`src/rtl/csc_pkg.sv`:
```
package csc_pkg;

   localparam int FLAGS_WIDTH = 3;
   localparam int FLAG_CAPSULE_AWAKE = 0;
   localparam int FLAG_SPHERE_AWAKE = 1;
   localparam int FLAG_RELOAD = 2;
   localparam int BUDGET_WIDTH = 16;
   localparam logic [BUDGET_WIDTH-1:0] BUDGET_RESET = 16'd256;

   typedef enum logic [1:0] {
      FRONT_IDLE,
      FRONT_PUSH
   } front_state_type;

   typedef enum logic [4:0] {
      BACK_IDLE,
      BACK_DOT_MUL,
      BACK_DOT_ACC,
      BACK_PROJ_CHK,
      BACK_T_DIV,
      BACK_PROJ_MUL,
      BACK_PROJ_ACC,
      BACK_DIST_MUL,
      BACK_DIST_ACC,
      BACK_RAD_MUL,
      BACK_RAD_CHK,
      BACK_SQRT,
      BACK_NRM_SETUP,
      BACK_NRM_DIV,
      BACK_PT_MUL,
      BACK_PT_ACC,
      BACK_DONE
   } back_state_type;

endpackage

```
`src/rtl/csc_front.sv`:
```
module csc_front #(
   parameter int COUNT_WIDTH = 16
) (
   input  logic clock,
   input  logic reset,
   input  logic in_valid,
   output logic in_ready,
   input  logic q_full,
   output logic q_push,
   input  logic take,
   input  logic [csc_pkg::FLAGS_WIDTH-1:0] take_flags,
   input  logic [csc_pkg::BUDGET_WIDTH-1:0] budget,
   output logic test_go,
   input  logic hit_done
);
   import csc_pkg::*;

   logic [COUNT_WIDTH-1:0] remaining_ff, remaining_in, eff;
   logic [COUNT_WIDTH-1:0] budget_ext;

   if (COUNT_WIDTH >= BUDGET_WIDTH) begin : g_wide
      assign budget_ext = COUNT_WIDTH'(budget);
   end else begin : g_narrow
      assign budget_ext = budget[COUNT_WIDTH-1:0];
   end

   assign in_ready = !q_full;
   assign q_push = in_valid && in_ready;
   assign eff = take_flags[FLAG_RELOAD] ? budget_ext : remaining_ff;
   assign test_go = (eff != '0) &&
                    (take_flags[FLAG_CAPSULE_AWAKE] || take_flags[FLAG_SPHERE_AWAKE]);

   always_comb begin
      remaining_in = remaining_ff;
      if (take) remaining_in = eff;
      if (hit_done) remaining_in = remaining_in - COUNT_WIDTH'(1);
   end

   always_ff @(posedge clock) begin
      if (reset) remaining_ff <= COUNT_WIDTH'(BUDGET_RESET);
      else remaining_ff <= remaining_in;
   end
endmodule

```
`config.mk`:
```
export PLATFORM = sky130hd
export DESIGN_NAME = csc_front
export DESIGN_NICKNAME = d
export VERILOG_FILES = /design/src/rtl/csc_pkg.sv /design/src/rtl/csc_front.sv
export SDC_FILE = /design/constraint.sdc
export NUM_CORES = 1
export LEC_CHECK = 0
export BUFFER_PORTS_ARGS = -buffer_cell sky130_fd_sc_hd__clkbuf_2
export CAP_MARGIN = 15
export CORE_UTILIZATION = 55
export DETAILED_ROUTE_END_ITERATION = 10
export GPL_TIMING_DRIVEN = 0
export PLACE_DENSITY = 0.8
export SLEW_MARGIN = 30
export SYNTH_ARGS = -nofsm -noshare
export SYNTH_HDL_FRONTEND = slang
export SYNTH_SLANG_ARGS = --single-unit
```
`constraint.sdc`:
```
create_clock -name clock -period 3.3 [get_ports clock]
set_input_delay 0.66 -clock clock [delete_from_list [all_inputs] [get_ports clock]]
set_output_delay 0.66 -clock clock [all_outputs]
set_load 0.03 [all_outputs]
```
==> run metrics, run 1 <==
status finished, final reports clean; Final Net Count 211; Synth area leaders dfxtp_1 (22%), mux2i_1 (11%), buf_6 (3.9%); Final ANT Viol Nets 0; Setup Skew 0.00372 ns; DR top layer met4; Clk Latency, worst-skew pair 0.30 ns; sequential-to-total area share from yosys stat 0.223; biggest regs remaining_ff x16; via count 1388; R2R setup slack 1.57 ns; Async S/R FF share, synth 0; largest net degree at the start of global routing 11; Post-synth EDFFs 0; most flop-heavy register remaining_ff; Worst Path Max Fanout 10; Tcrit/Tclk final 0.773; met1 WL 1680 um; CTS tree built; post-cts resize count 0; Post-synth top cells dfxtp_1 (16), mux2i_1 (16), nor2_1 (11), nor3_1 (11); Worst R2R Start remaining_ff[0]; clock slew at reported path FFs 0.10 ns; Avg WL per Cell 17.8 um; DP HPWL 2960 um; final hold vios 0; initial antenna violation count 0; Fillers between 200 and 250; Hold WC Path Type input pin to register; Port Buffer Count 26; synthesis-to-layout area growth 14.2%; net switching power roughly 210 uW; Rows 18; critical path data arrival time 1.89 ns; Synth Cell Area 1440 um2; worst rel slew slack 0.652; top cell type's share of synthesized area 0.223; Synth Flop Type dfxtp_1; Switching Share 0.363; max FFs per register 16; cell-internal power 369 uW; WP data required 2.64 ns; Crit. End Element primary output; Synthesis Warnings 0; core area ~2500 um2; Cell variety after synth 52; Comb power frac 0.361; Worst-Margin Slew approximately 0.52 ns; Diodes inserted 0; register share of total power 0.401; cts hold-fix bufs 0; Die Span Y 53.1 um; initial core utilization 0.580; VDD IR max between 0.2 and 0.3 mV; Setup CP Type input pin to primary output; total nets after synthesis 180; Period minus WS final 2.55 ns; startpoint of the worst hold path reset; FF-to-FF End remaining_ff[4]; max-cap viol count 0; setup TNS 0 ns; crit path cell chain clkbuf_2 > buf_2 > nor4b_1 > nand4_1 > a21oi_1 > nor2_1 > clkbuf_2; Overall Power 578 uW; synthesized area per cell between 9 and 10 um2; routed wire length 3800 um; met2 wire len 1820 um; pins over their slew limit 0; clk sink count 16; Clock Tree Buf Depth 2; Final Setup Violations 0; maximum clock rate 392 MHz; RSZ-0062 raised after global routing false; Worst path depth 7; full die area 2820 um2; DRC Markers 0; first-pass GRT wire length 6220 um; CP delay by family, top buffers and inverters; crit-path most repeated cell clkbuf_2; router iterations before antenna repair 4; layout cells sized above 1 0.310; CP bufs+invs 3; Post-Syn Instances 154; CTS H-tree lvls 1; Leakage around 0.63 nW; die width around 53 um; Yosys reg bits 16; largest area contributor in the netlist dfxtp_1; gpl congestion 0.873; root buffer cell clkbuf_4; Clock Power Share 0.238; hold path depth 2; Vias/cell 6.49; met3 wire length between 200 and 250 um; initial drt markers 64; Power Density ~350 nW/um2; Post-CTS Setup Bufs 0; Overall Global Routing Usage 0.313; number of global-route vias before repair 1363; Worst path slowest cell nor4b_1; WHS Endpoint remaining_ff[11]; Ports 28; critical path launch point type input pin; Critical Path Max Stage Delay 0.31 ns; Reg2Reg Depth 6; grt ovf 0; cts bufs inserted 3
cells in the final DEF, fill, tap and decap left out, drive strengths merged, types with 3 or more instances in the layout:
cell type  count
a21oi          7
and2           3
a211oi         7
nor4b          3
nor4          10
nor3          11
a21boi         4
buf            6
nand4          6
or2            3
inv            3
clkbuf        31
and4bb         4
dfxtp         16
mux2i         18
nand2          8
nor2          11
mux2           4
a22oi          3
logic make-up after synthesis:
family / synth area share
AND/OR/NAND/NOR: 0.335
AO/OA/AOI/OAI: 0.212
multiplexers: 0.162
flip-flops: 0.223
buffers and inverters: 0.0531
XOR/XNOR: 0.00610
adder cells (fa/ha/maj): 0.00871
metal layers:
layer | vias to the layer above | GRT usage
met5 | - | 0
met4 | 0 | 0.114
met3 | 8 | 0.0603
met2 | 55 | 0.513
met1 | 658 | 0.403
li1 | 667 | -
power by group through the flow:
stage / logic [mW] / clock network (mW) / registers, mW
final: 0.209 / 0.138 / 0.232
after global routing: 0.229 / 0.144 / 0.234
after CTS: 0.207 / 0.139 / 0.231
after detailed placement: 0.205 / 0 / 0.236
after global placement: 0.197 / 0 / 0.235
after floorplan: 0.151 / 0 / 0.230
worst register-to-register path: stages (launching register included):
cell     delay, ns
dfxtp_1       0.35
mux2i_2       0.22
ha_1          0.22
nand2_1       0.11
or3_1         0.45
nor3_1        0.19
nor3_1        0.07
cell type report:
| class | count | area [um2] | area share |
|---|---|---|---|
| plain buffers | 7 | 65.1 | 0.0397 |
| flip-flops and latches | 16 | 320 | 0.195 |
| clock buffers | 4 | 36.3 | 0.0221 |
| inverters | 3 | 11.3 | 0.00687 |
| multi-input cells | 128 | 1040 | 0.634 |
| repair buffers | 26 | 130 | 0.0793 |
| well taps | 30 | 37.5 | 0.0229 |
stage by stage:
| stage | hold slack, ns | utilization | worst slack (ns) | instances | cell area (um2) |
|---|---|---|---|---|---|
| 2_1_floorplan | 0.535 | - | 0.815 | 154 | 1440 |
| 3_3_place_gp | 0.563 | 0.647 | 0.599 | 210 | 1600 |
| 3_5_place_dp | 0.587 | 0.647 | 0.562 | 210 | 1600 |
| 4_1_cts | 0.604 | 0.662 | 0.772 | 214 | 1640 |
| 5_1_grt | 0.610 | 0.662 | 0.602 | 214 | 1640 |
| 6_report | 0.614 | 0.662 | 0.749 | 214 | 1640 |
worst max-delay path by stage:
| stage | slack (ns) | from | endpoint |
|---|---|---|---|
| 3_3_place_gp | 0.60 | take | remaining_ff[4] |
| 4_1_cts | 0.77 | take_flags[2] | test_go |
| 6_report | 0.75 | take_flags[2] | test_go |
| 2_1_floorplan | 0.82 | take | remaining_ff[4] |
| 5_1_grt | 0.60 | take_flags[2] | test_go |
| 3_5_place_dp | 0.56 | take | remaining_ff[4] |
No activity file was read; power rests on OpenSTA's default activity.
==> run 2, diff against run 1 <==
ABC_AREA = 1   (was default)
clock period = 2.4 ns   (was 3.3 ns; I/O delays follow)
==> run metrics, run 2 <==
CTS H-tree lvls 1; pins over their slew limit 0; DRC Markers 0; Worst path slowest cell nor4_1; die width 52.7 um; Period minus WS final 2.19 ns; met2 usage 0.420; Synth area leaders dfxtp_1 (23%), nand2_1 (16%), nand2_2 (6.6%); Synth Cell Area 1420 um2; maximum clock rate 456 MHz; CP bufs+invs 4; crit path cell chain buf_6 > inv_4 > buf_12 > nand2_1 > nand4_1 > nor4_1 > a21oi_1 > clkbuf_2; Post-synth EDFFs 0; setup TNS 0 ns; critical path launch point type input pin; Final Net Count 276; number of global-route vias before repair between 1000 and 1500; synthesized area per cell 6.46 um2; R2R setup slack 0.74 ns; WHS Endpoint remaining_ff[6]; Setup Skew slightly below 0.004 ns; commonest non-fill, non-tap cell in the layout nand2_1; Power Density 463 nW/um2; GR peak layer met2; max FFs per register 16; biggest regs remaining_ff x16; Die Span Y 52.7 um; met1 GRT Util 0.323; Final Setup Violations 0; core area 2450 um2; Leakage 0.819 nW; grt ovf 0; cts hold-fix bufs 0; Hold WC Path Type input pin to register; Clock Tree Buf Depth 2; startpoint of the worst hold path reset; Diodes inserted 0; initial core utilization 0.576; Clk Latency, worst-skew pair 0.30 ns; initial antenna violation count 0; Worst-Margin Slew 0.390 ns; worst setup margin 0.208 ns; post-cts resize count 0; final hold vios 0; layout cells sized above 1 0.329; routed wire length 3080 um; most flop-heavy register remaining_ff; met3 Usage GRT 0.0261; Synthesis Warnings 0; WP data required 1.92 ns; critical path data arrival time 1.71 ns; synthesis-to-layout area growth 14.4%; clk sink count 16; gpl congestion between 0.8 and 0.9; Worst Path Max Fanout 10; sequential-to-total area share from yosys stat 0.226; router iterations before antenna repair 4; via count 1484; FF-to-FF End remaining_ff[6]; first-pass GRT wire length 5030 um; largest area contributor in the netlist dfxtp_1; VDD IR max 0.459 mV; Cell variety after synth 30; dpl ws 0.202 ns; Port Buffer Count 26; Critical Path Max Stage Delay between 0.4 and 0.5 ns; Post-synth top cells nand2_1 (62), nand3_1 (17), dfxtp_1 (16), nor2_1 (16), nand2_2 (15); status finished, final reports clean; hold path depth 2; Async S/R FF share, synth 0; Yosys reg bits 16; Post-CTS Setup Bufs 0; Rows 18; CTS tree built; CP delay by family, top simple AND/OR/NAND/NOR gates; full die area 2780 um2; Ports 28; Worst R2R Start remaining_ff[1]; worst rel slew slack 0.737; Post-Syn Instances 219; clock slew at reported path FFs 0.10 ns; Setup CP Type input pin to primary output; cts bufs inserted 3; initial drt markers 39; largest net degree at the start of global routing 11; Tcrit/Tclk final 0.913; max-cap viol count 0; top-count cell post-synth nand2_1; Crit. End Element primary output; top cell type's share of synthesized area 0.226; total nets after synthesis 245; most frequent cells in the layout nand2_1 (62), clkbuf_2 (26), nand3_1 (17); Vias/cell between 5 and 6; Overall Global Routing Usage 0.247; Synth Flop Type dfxtp_1; Final ANT Viol Nets 0; root buffer cell clkbuf_4; Reg2Reg Depth 10; DP HPWL approximately 2500 um; Avg WL per Cell 11.1 um; RSZ-0062 raised after global routing false
run 2: cell types whose count changed after synthesis, sizes merged, moves of 8 or more:
cell,previous run,this run
nand2,8,80
nand3,1,23
mux2i,18,0
inv,3,20
nor2,11,23
o21ai,1,11
nor3,11,3
nor4,10,2
run 2: kinds of logic after synthesis:
family	Yosys count	share of synthesized area
simple gates	153	0.568
buf+inv	27	0.110
compound gates	22	0.0875
flops	16	0.226
fa+ha+maj	1	0.00884
run 2: layout make-up:
| cell class | instances | area [um2] |
|---|---|---|
| plain buffers | 7 | 77.6 |
| clock buffers | 4 | 36.3 |
| fillers | 237 | 836 |
| inverters | 20 | 77.6 |
| multi-input cells | 176 | 940 |
| flip-flops and latches | 16 | 320 |
| well taps | 30 | 37.5 |
| repair buffers | 26 | 130 |
run 2: how the worst max path moves through the flow:
| stage | startpoint | end | slack [ns] | depth (start not counted) |
|---|---|---|---|---|
| after CTS | take_flags[2] | test_go | 0.20 | 8 |
| final | take_flags[2] | test_go | 0.21 | 8 |
| after global routing | take_flags[2] | test_go | 0.16 | 8 |
| after floorplan | take_flags[2] | test_go | 0.38 | 9 |
| after global placement | take_flags[2] | test_go | 0.18 | 8 |
| after detailed placement | take_flags[2] | test_go | 0.20 | 8 |
run 2: per-layer routing:
| metal | wire length, um | part of all wire |
|---|---|---|
| met3 | 94 | 0.030 |
| met1 | 1520 | 0.49 |
| met4 | 44 | 0.014 |
| met2 | 1430 | 0.46 |
| met5 | 0 | 0 |
run 2: power breakdown:
group	internal [mW]	switching (mW)	leakage (nW)	total, mW
Clock	0.0927	0.0984	0.0210	0.191
Combinational	0.100	0.159	0.665	0.260
Sequential	0.287	0.0122	0.133	0.299
Total	0.480	0.270	0.819	0.750
run 2: metrics by stage:
| stage | power (mW) | std cells | util | hold WS [ns] | instance area, um2 |
|---|---|---|---|---|---|
| after floorplan | 0.504 | 219 | - | 0.549 | 1420 |
| after global placement | 0.560 | 275 | 0.645 | 0.580 | 1580 |
| after detailed placement | 0.564 | 275 | 0.645 | 0.587 | 1580 |
| after CTS | 0.751 | 279 | 0.660 | 0.407 | 1620 |
| after global routing | 0.795 | 279 | 0.660 | 0.404 | 1620 |
| final | 0.750 | 279 | 0.660 | 0.409 | 1620 |
==> run 3, diff against run 2 <==
CORE_UTILIZATION = 59   (was 55)
PLACE_DENSITY = 0.85   (was 0.8)
clock period = 2.7 ns   (was 2.4 ns; I/O delays follow)
==> run metrics, run 3 (synthesis results as in run 2) <==
most frequent cells in the layout nand2_1 (62), clkbuf_2 (26), nand3_1 (17); root buffer cell clkbuf_4; Setup CP Type input pin to primary output; layout cells sized above 1 0.329; max FFs per register 16; status finished, final reports clean; initial antenna violation count 0; number of global-route vias before repair 1325; Post-CTS Setup Bufs 0; synthesis-to-layout area growth 14.2%; Hold WC Path Type input pin to register; Clk Latency, worst-skew pair around 0.29 ns; Avg WL per Cell 11.6 um; post-route cell area 1620 um2; cts hold-fix bufs 0; R2R setup slack 1.01 ns; VDD IR max 0.374 mV; Port Buffer Count 26; setup TNS 0 ns; maximum clock rate 432 MHz; Post-DP Area 1580 um2; routed wire length 3220 um; DRC Markers 0; CTS tree built; grt ovf 0; CTS H-tree lvls 1; post-cts resize count 0; max-cap viol count 0; Final Setup Violations 0; Setup Skew 0.00324 ns; Worst-Margin Slew 0.395 ns; Final Net Count 276; clock slew at reported path FFs 0.10 ns; core area between 2000 and 2500 um2; Diodes inserted 0; Power Density 411 nW/um2; Clock Tree Buf Depth 2; Leakage 0.819 nW; most flop-heavy register remaining_ff; Tcrit/Tclk final 0.857; gpl congestion approximately 0.86; Reg2Reg Depth 11; pins over their slew limit 0; via count 1499; worst rel slew slack 0.735; Period minus WS final 2.31 ns; Final ANT Viol Nets 0; Vias/cell 5.41; largest net degree at the start of global routing 11; final hold vios 0; critical path launch point type input pin; clk sink count 16; die width 51.0 um; Rows 17; Ports 28; FF-to-FF End remaining_ff[14]; RSZ-0062 raised after global routing false; WP data required 2.16 ns; Worst R2R Start remaining_ff[1]; DP HPWL 2530 um; critical path data arrival time roughly 1.8 ns; first-pass GRT wire length 5440 um; Crit. End Element primary output; startpoint of the worst hold path reset; initial drt markers 40; Worst Path Max Fanout 10; commonest non-fill, non-tap cell in the layout nand2_1; cts bufs inserted 3; Die Span Y between 50 and 60 um; router iterations before antenna repair 4; WHS Endpoint remaining_ff[0]; hold path depth 2; initial core utilization 0.634; biggest regs remaining_ff x16; Overall Global Routing Usage 0.276; full die area 2600 um2
==> run 3: worst max path at each step <==
| stage | start | to | slack [ns] |
|---|---|---|---|
| after floorplan | take_flags[2] | test_go | 0.56 |
| after global placement | take_flags[2] | test_go | 0.37 |
| after detailed placement | take_flags[2] | test_go | 0.37 |
| after CTS | take_flags[2] | test_go | 0.37 |
| after global routing | take_flags[2] | test_go | 0.34 |
| final | take_flags[2] | test_go | 0.39 |
==> run 3: worst max-delay path: stages <==
cell	delay (ns)
buf_6	0.12
inv_4	0.07
buf_12	0.15
nand2_1	0.07
nand4_1	0.10
nor4_1	0.42
a21oi_1	0.11
clkbuf_2	0.20
==> run 3: final cells by class <==
cell class,count,area [um2]
multi-input cells,176,940
fillers,216,617
flip-flops and latches,16,320
repair buffers,26,130
plain buffers,7,77.6
inverters,20,77.6
clock buffers,4,36.3
well taps,28,35.0
==> run 3: through the flow <==
stage                     total power, mW   util  hold slack [ns]  worst slack [ns]  instances
after global routing                0.705  0.724            0.479             0.344        277
after floorplan                     0.448      -            0.556             0.557        219
final                               0.664  0.724            0.484             0.387        277
after global placement              0.496  0.708            0.576             0.373        273
after CTS                           0.664  0.724            0.476             0.367        277
after detailed placement            0.502  0.708            0.581             0.368        273
==> run 3: layer usage <==
| metal | wire length (um) | up-vias | GRT usage |
|---|---|---|---|
| li1 | - | 773 | - |
| met1 | 1570 | 696 | 0.339 |
| met2 | 1540 | 26 | 0.507 |
| met3 | 72 | 4 | 0.0268 |
| met4 | 30 | 0 | 0.0694 |
| met5 | 0 | - | 0 |
==> run 3: where the power goes <==
part	total, mW	switching, mW	internal, mW
Combinational	0.232	0.143	0.0890
Clock	0.165	0.0833	0.0821
Sequential	0.266	0.0113	0.255
